==> config.mk <==
export PLATFORM = sky130hd
export DESIGN_NAME = first_substring_match_finder_top
export DESIGN_NICKNAME = d
export VERILOG_FILES = /design/src/rtl/core/fsmf_pkg.sv /design/src/rtl/core/fsmf_matcher.sv /design/src/rtl/core/fsmf_out_buf.sv /design/src/rtl/core/first_substring_match_finder_top.sv
export VERILOG_INCLUDE_DIRS = /design/src /design/src/rtl/core
export SDC_FILE = /design/constraint.sdc
export NUM_CORES = 1
export LEC_CHECK = 0
export BUFFER_PORTS_ARGS = -buffer_cell sky130_fd_sc_hd__buf_2
export CORE_MARGIN = 2
export CORE_UTILIZATION = 35
export DETAILED_ROUTE_END_ITERATION = 7
export PLACE_DENSITY = 0.48
export SKIP_LAST_GASP = 1
export SYNTH_ARGS = -nofsm -noshare
export SYNTH_HDL_FRONTEND = slang
export SYNTH_HIERARCHICAL = 1
export SYNTH_SLANG_ARGS = --single-unit
==> constraint.sdc <==
create_clock -name i_clk -period 6.1 [get_ports i_clk]
set_input_delay 0.915 -clock i_clk [delete_from_list [all_inputs] [get_ports i_clk]]
set_output_delay 0.915 -clock i_clk [all_outputs]
set_load 0.005 [all_outputs]
==> src/rtl/core/assert_macros.svh <==
// ---------------------------------------------------------------------------
// Assertion macros
// Shared wrappers for concurrent assertions on a clock and active-low reset.
// ---------------------------------------------------------------------------
`ifndef ASSERT_MACROS_SVH
`define ASSERT_MACROS_SVH

// The condition holds at every clock edge outside reset.
`define ASSERT_ALWAYS(lbl, clk, rst_n, cond) \
    lbl: assert property (@(posedge clk) disable iff (!rst_n) (cond)) \
        else $error("assertion failed");

// When the antecedent holds, the consequent holds in the same cycle.
`define ASSERT_SAME(lbl, clk, rst_n, ante, cons) \
    lbl: assert property (@(posedge clk) disable iff (!rst_n) (ante) |-> (cons)) \
        else $error("assertion failed");

// When the antecedent holds, the consequent holds in the next cycle.
`define ASSERT_NEXT(lbl, clk, rst_n, ante, cons) \
    lbl: assert property (@(posedge clk) disable iff (!rst_n) (ante) |=> (cons)) \
        else $error("assertion failed");

`endif

==> src/rtl/core/fsmf_pkg.sv <==
// ---------------------------------------------------------------------------
// First substring match finder package
// Sizes and shared types for the matcher and its output buffer.
// ---------------------------------------------------------------------------
package fsmf_pkg;

    localparam int MAX_NEEDLE     = 64;
    localparam int IDX_BITS       = $clog2(MAX_NEEDLE);
    localparam int SLOT_BITS      = 6;
    localparam int LEN_BITS       = 7;
    localparam int BYTE_BITS      = 8;
    localparam int POSITION_BITS  = 32;
    localparam int MATCH_POS_BITS = 32;

    localparam logic [LEN_BITS-1:0] LEN_RESET = LEN_BITS'(1);
    localparam logic [LEN_BITS-1:0] LEN_MAX   = LEN_BITS'(MAX_NEEDLE);

    localparam logic FUNC_NEEDLE   = 1'b0;
    localparam logic FUNC_HAYSTACK = 1'b1;

    typedef struct packed {
        logic                      found;
        logic [MATCH_POS_BITS-1:0] match_position;
    } t_result;

    typedef struct packed {
        logic search_done;
        logic live_any;
    } t_status;

endpackage

==> src/rtl/core/fsmf_matcher.sv <==
// ---------------------------------------------------------------------------
// Shift-and matcher
// Holds the needle, its length and the search state, and updates the live
// prefix vector for each accepted haystack byte until the search is done.
// ---------------------------------------------------------------------------
module fsmf_matcher (
    input  logic                            i_clk,
    input  logic                            i_rst_n,
    input  logic                            i_cfg_we,
    input  logic [fsmf_pkg::LEN_BITS-1:0]   i_cfg_wdata,
    input  logic                            i_acc,
    input  logic                            i_func,
    input  logic [fsmf_pkg::SLOT_BITS-1:0]  i_needle_slot,
    input  logic [fsmf_pkg::BYTE_BITS-1:0]  i_data_byte,
    input  logic                            i_last_byte,
    output logic                            o_res_valid,
    output fsmf_pkg::t_result               o_res,
    output fsmf_pkg::t_status               o_status
);
    import fsmf_pkg::*;

    logic [BYTE_BITS-1:0]     r_needle [MAX_NEEDLE];
    logic [LEN_BITS-1:0]      r_len;
    logic [MAX_NEEDLE-1:0]    r_live;
    logic [POSITION_BITS-1:0] r_pos;
    logic                     r_done;

    logic [MAX_NEEDLE-1:0]    n_live;
    logic [POSITION_BITS-1:0] n_pos;
    logic                     n_done;

    logic [LEN_BITS-1:0]      len_used;
    logic [MAX_NEEDLE-1:0]    eq;
    logic [MAX_NEEDLE-1:0]    live_shift;
    logic [IDX_BITS-1:0]      last_idx;
    logic [POSITION_BITS-1:0] start_pos;
    logic                     slot_ok;

    assign len_used   = (r_len > LEN_MAX) ? LEN_MAX : r_len;
    assign live_shift = {r_live[MAX_NEEDLE-2:0], 1'b1} & eq;
    assign last_idx   = IDX_BITS'(len_used - LEN_BITS'(1));
    assign start_pos  = r_pos - POSITION_BITS'(len_used) + POSITION_BITS'(1);
    assign slot_ok    = ({1'b0, i_needle_slot} < LEN_MAX);

    always_comb begin
        for (int i = 0; i < MAX_NEEDLE; i++) begin
            eq[i] = (r_needle[i] == i_data_byte) && (LEN_BITS'(i) < len_used);
        end
    end

    always_comb begin
        n_live               = r_live;
        n_pos                = r_pos;
        n_done               = r_done;
        o_res_valid          = 1'b0;
        o_res.found          = 1'b0;
        o_res.match_position = '0;
        if (i_acc && (i_func == FUNC_HAYSTACK)) begin
            if (!r_done) begin
                n_pos = r_pos + POSITION_BITS'(1);
                if (len_used == '0) begin
                    o_res_valid = 1'b1;
                    o_res.found = 1'b1;
                    n_done      = 1'b1;
                end else begin
                    n_live = live_shift;
                    if (live_shift[last_idx]) begin
                        o_res_valid          = 1'b1;
                        o_res.found          = 1'b1;
                        o_res.match_position = MATCH_POS_BITS'(start_pos);
                        n_done               = 1'b1;
                    end
                end
            end
            if (i_last_byte) begin
                if (!n_done) begin
                    o_res_valid = 1'b1;
                end
                n_live = '0;
                n_pos  = '0;
                n_done = 1'b0;
            end
        end
    end

    always_ff @(posedge i_clk) begin
        if (i_acc && (i_func == FUNC_NEEDLE) && slot_ok) begin
            r_needle[IDX_BITS'(i_needle_slot)] <= i_data_byte;
        end
    end

    always_ff @(posedge i_clk) begin
        if (!i_rst_n) begin
            r_len  <= LEN_RESET;
            r_live <= '0;
            r_pos  <= '0;
            r_done <= 1'b0;
        end else begin
            if (i_cfg_we) begin
                r_len <= i_cfg_wdata;
            end
            r_live <= n_live;
            r_pos  <= n_pos;
            r_done <= n_done;
        end
    end

    assign o_status.search_done = r_done;
    assign o_status.live_any    = |r_live;

endmodule

==> src/rtl/core/fsmf_out_buf.sv <==
// ---------------------------------------------------------------------------
// Result buffer
// Two-entry buffer that decouples result delivery from input acceptance.
// ---------------------------------------------------------------------------
module fsmf_out_buf (
    input  logic              i_clk,
    input  logic              i_rst_n,
    input  logic              i_push,
    input  fsmf_pkg::t_result i_data,
    output logic              o_full,
    output logic              o_valid,
    output fsmf_pkg::t_result o_data,
    input  logic              i_stall
);
    import fsmf_pkg::*;

    t_result    r_buf [2];
    logic       r_rd_ptr;
    logic       r_wr_ptr;
    logic [1:0] r_count;

    logic       pop;

    assign o_valid = (r_count != 2'd0);
    assign o_full  = (r_count == 2'd2);
    assign o_data  = r_buf[r_rd_ptr];
    assign pop     = o_valid && !i_stall;

    always_ff @(posedge i_clk) begin
        if (i_push) begin
            r_buf[r_wr_ptr] <= i_data;
        end
    end

    always_ff @(posedge i_clk) begin
        if (!i_rst_n) begin
            r_rd_ptr <= 1'b0;
            r_wr_ptr <= 1'b0;
            r_count  <= 2'd0;
        end else begin
            if (i_push) begin
                r_wr_ptr <= !r_wr_ptr;
            end
            if (pop) begin
                r_rd_ptr <= !r_rd_ptr;
            end
            case ({i_push, pop})
                2'b10:   r_count <= r_count + 2'd1;
                2'b01:   r_count <= r_count - 2'd1;
                default: r_count <= r_count;
            endcase
        end
    end

endmodule

==> src/rtl/core/first_substring_match_finder_top.sv <==
// ---------------------------------------------------------------------------
// First substring match finder
// Streams haystack bytes through a shift-and matcher against a loaded
// needle and reports the start of the first match or its absence.
// ---------------------------------------------------------------------------
// Channel   Direction  Handshake                  Payload
// input     in         i_in_valid / o_in_stall    func, needle_slot, data_byte, last_byte
// output    out        o_out_valid / i_out_stall  found, match_position
// config    in         i_cfg_we                   needle_length
//
// One transaction is accepted per cycle unless the input stalls; any result it yields
// enters the output buffer at the same edge and is visible the next cycle.
// The live prefix update is a single compare and shift, so the rate is one
// byte per cycle while not stalled. Reset clears the search state and sets the length to one.
// The input stalls only while both output buffer entries hold results.
// ---------------------------------------------------------------------------
module first_substring_match_finder_top (
    input  logic                                  i_clk,
    input  logic                                  i_rst_n,
    input  logic                                  i_cfg_we,
    input  logic [fsmf_pkg::LEN_BITS-1:0]         i_cfg_wdata,
    input  logic                                  i_in_valid,
    output logic                                  o_in_stall,
    input  logic                                  i_func,
    input  logic [fsmf_pkg::SLOT_BITS-1:0]        i_needle_slot,
    input  logic [fsmf_pkg::BYTE_BITS-1:0]        i_data_byte,
    input  logic                                  i_last_byte,
    output logic                                  o_out_valid,
    input  logic                                  i_out_stall,
    output logic                                  o_found,
    output logic [fsmf_pkg::MATCH_POS_BITS-1:0]   o_match_position
);
    import fsmf_pkg::*;
    `include "assert_macros.svh"

    logic    in_acc;
    logic    res_valid;
    t_result res;
    t_result out_data;
    t_status status;
    logic    buf_full;

    assign in_acc     = i_in_valid && !buf_full;
    assign o_in_stall = buf_full;

    fsmf_matcher u_matcher (
        .i_clk         (i_clk),
        .i_rst_n       (i_rst_n),
        .i_cfg_we      (i_cfg_we),
        .i_cfg_wdata   (i_cfg_wdata),
        .i_acc         (in_acc),
        .i_func        (i_func),
        .i_needle_slot (i_needle_slot),
        .i_data_byte   (i_data_byte),
        .i_last_byte   (i_last_byte),
        .o_res_valid   (res_valid),
        .o_res         (res),
        .o_status      (status)
    );

    fsmf_out_buf u_out_buf (
        .i_clk   (i_clk),
        .i_rst_n (i_rst_n),
        .i_push  (res_valid),
        .i_data  (res),
        .o_full  (buf_full),
        .o_valid (o_out_valid),
        .o_data  (out_data),
        .i_stall (i_out_stall)
    );

    assign o_found          = out_data.found;
    assign o_match_position = out_data.match_position;

    `ASSERT_SAME(a_not_found_pos_zero, i_clk, i_rst_n, o_out_valid && !o_found, o_match_position == '0)
    `ASSERT_SAME(a_stall_has_results, i_clk, i_rst_n, o_in_stall, o_out_valid)
    `ASSERT_NEXT(a_last_clears, i_clk, i_rst_n, in_acc && (i_func == FUNC_HAYSTACK) && i_last_byte, !status.search_done && !status.live_any)
    `ASSERT_SAME(a_done_no_live_hit, i_clk, i_rst_n, res_valid && !res.found, !status.search_done)

endmodule

==> metrics.cfg <==
[timing]
skew_ns = 0.0300
hold_violations = 0
setup_ws_ns = 0.942
setup_viol = 0
tightestPinTransition_ns = 1.07
slew_viol_final = 0
finalCriticalPeriod_ns = 5.16
fin_tns_setup_ns = 0
period_share = 0.846
max_freq_ghz = 0.194
slew_headroom = 0.277
rsz0062_at_grt = no

[cts]
post_cts_buffers = 0
cts_tree = built
cts.sinks = 686
cts_resized = 0
htree_num_levels = 3
cts_buffers = 81
clk-insertion-delay-late_ns = 0.65
cts_buffer_depth = 3
hold_buffers = 0
clk_pin_slew_ns = 0.06
root_buffer = clkbuf_16

[grt]
gr-usage-all-layers = 0.189
antenna_found_initial = 4
grt_overflow_total = 0
grt_first_pass_wirelength_microns = 135000
grt_pass1_vias = 20521
grt_max_degree = 57

[setup_path]
reg2reg_depth = 15
cp-startpoint = u_matcher/r_len[6]$_SDFFE_PN0P_
r2r_setup_slack_ns = 0.94
startpoint_type = register
cp_max_fo = 13
worstPathRequired_ns = 6.65
r2r-end = u_out_buf/r_count[1]$_SDFFE_PN0P_
reg2reg_from = u_matcher/r_len[6]$_SDFFE_PN0P_
path_class = reg2reg
endpoint = u_out_buf/r_count[1]$_SDFFE_PN0P_
cp.arrival_ns = 5.71
cp-end-kind = register

[routing]
routedWlPerCell_microns = 22.9
dr.pass1.iters = 6
vias_per_cell = 5.18
dr.first_iter.drc_count = 1631
finalWirelength_microns = 89600
ant_nets = 0
drc = 0
num_vias = 20290

[synthesis]
syn_area_sq_um = 32400
yosysWarningCount = 6
syn_area_per_cell_sq_um = 13.0
synth_fp_nets = 2595
synthCells = 2503

[floorplan]
initial_core_util = 0.353
ios = 63
die_area_sq_um = 95200
dieHeight_microns = 308
core-area_sq_um = 91800
core.rowCount = 111
die_w_microns = 308

[finish]
synthToLayoutAreaGrowth_pct = 14.4
drive_above_1_share = 0.125
layout.cells.non_filler = 3914
finalNetCount = 2696
fin_util = 0.404

[power_and_ir_drop]
power_mw = 11.1
max-vdd-ir-drop_mv = 0.200
p_per_area_nw_per_um2 = 300
leakage_nw = 12.0

[job]
cap_violations = 0

[placement]
placed_cells = 3764
io_buffer_count = 62
dp_hpwl_microns = 59700
pre_cts_ws_ns = 1.02
gp_congestion = 0.865

[worst_hold_path]
min_path_type = reg2reg
hold_depth = 2

[run_status]
status = complete, no violations

-- layout make-up --
| cell class | instances | area (sq um) |
|---|---|---|
| Antenna cell | 1 | 2.50 |
| Clock buffer | 106 | 2190 |
| Clock inverter | 43 | 533 |
| Fill cell | 8605 | 54700 |
| Inverter | 51 | 191 |
| Multi-Input combinational cell | 1637 | 12000 |
| Sequential cell | 686 | 19500 |
| Tap cell | 1243 | 1560 |
| Timing Repair Buffer | 147 | 1140 |
-- worst min-delay path by stage --
stage                                             end  slack (ns)                               from
finish              u_matcher/r_live[40]$_SDFFE_PN0P_        0.47  u_matcher/r_live[40]$_SDFFE_PN0P_
global placement    u_matcher/r_live[40]$_SDFFE_PN0P_        0.45  u_matcher/r_live[40]$_SDFFE_PN0P_
global route        u_matcher/r_live[40]$_SDFFE_PN0P_        0.49  u_matcher/r_live[40]$_SDFFE_PN0P_
CTS                 u_matcher/r_live[40]$_SDFFE_PN0P_        0.47  u_matcher/r_live[40]$_SDFFE_PN0P_
floorplan           u_matcher/r_live[31]$_SDFFE_PN0P_        0.44  u_matcher/r_live[31]$_SDFFE_PN0P_
detailed placement  u_matcher/r_live[40]$_SDFFE_PN0P_        0.46  u_matcher/r_live[40]$_SDFFE_PN0P_
-- flip-flops by register name (all words and copies together) (netlist names), named ones only --
| name | flops |
|---|---|
| u_matcher/r_done | 1 |
| u_matcher/r_len | 7 |
| u_matcher/r_live | 63 |
| u_matcher/r_needle | 512 |
| u_matcher/r_pos | 32 |
| u_out_buf/r_buf | 66 |
| u_out_buf/r_count | 2 |
| u_out_buf/r_rd_ptr | 1 |
| u_out_buf/r_wr_ptr | 1 |
-- per-stage QoR --
stage          instance area (sq um)  hold slack (ns)
6_report                       37100            0.471
5_1_grt                        37100            0.486
4_1_cts                        37100            0.466
3_5_place_dp                   34400            0.458
3_3_place_gp                   34400            0.454
2_1_floorplan                  32400            0.436
-- critical path, stage by stage, from the launching register on --
cell	delay, ns
dfxtp_1	0.80
inv_2	0.07
nand2_1	0.19
ha_1	0.44
xor2_2	0.34
a211oi_1	0.90
a22oi_1	0.20
nand3_1	0.14
a31oi_1	0.07
o31a_1	0.42
o21bai_1	0.33
o21a_1	0.21
inv_1	0.09
ha_1	0.34
or3_1	0.35
a21boi_1	0.15
-- routing by layer --
| metal | share of wire | track usage |
|---|---|---|
| met1 | 0.46 | 0.264 |
| met5 | 0.00045 | 0 |
| met3 | 0.051 | 0.0300 |
| met4 | 0.028 | 0.0587 |
| met2 | 0.46 | 0.301 |
-- where the power goes --
part	switching (mW)	internal [mW]
sequential	0.0292	5.12
clock	1.96	3.00
combinational	0.651	0.376
total	2.64	8.50
-- layout by cell type, fill, tap and decap left out, types with 7 or more instances in the layout --
master,count
buf_2,54
nor2_1,142
a211oi_1,17
nor3_1,49
a21o_1,10
buf_12,11
xor2_1,129
edfxtp_1,578
clkinv_2,14
nand2_1,94
inv_1,49
mux2i_1,8
nand2b_1,11
buf_6,8
or4_1,7
nor4_1,55
or3_1,10
ha_1,63
nand3_1,52
and2_1,42
nor4b_1,8
clkbuf_1,18
xnor2_1,437
a31oi_1,13
a21oi_1,52
bufinv_16,11
o211ai_1,29
nor2b_1,75
and3_1,9
clkbuf_16,81
a21boi_0,8
dfxtp_1,108
clkinv_1,10
nand4_1,93
buf_4,74
clkbuf_8,7
o21ai_0,28
a22oi_1,40
mux2_2,34
o21a_1,11
Note: power is estimated with default switching activity, not from simulation.
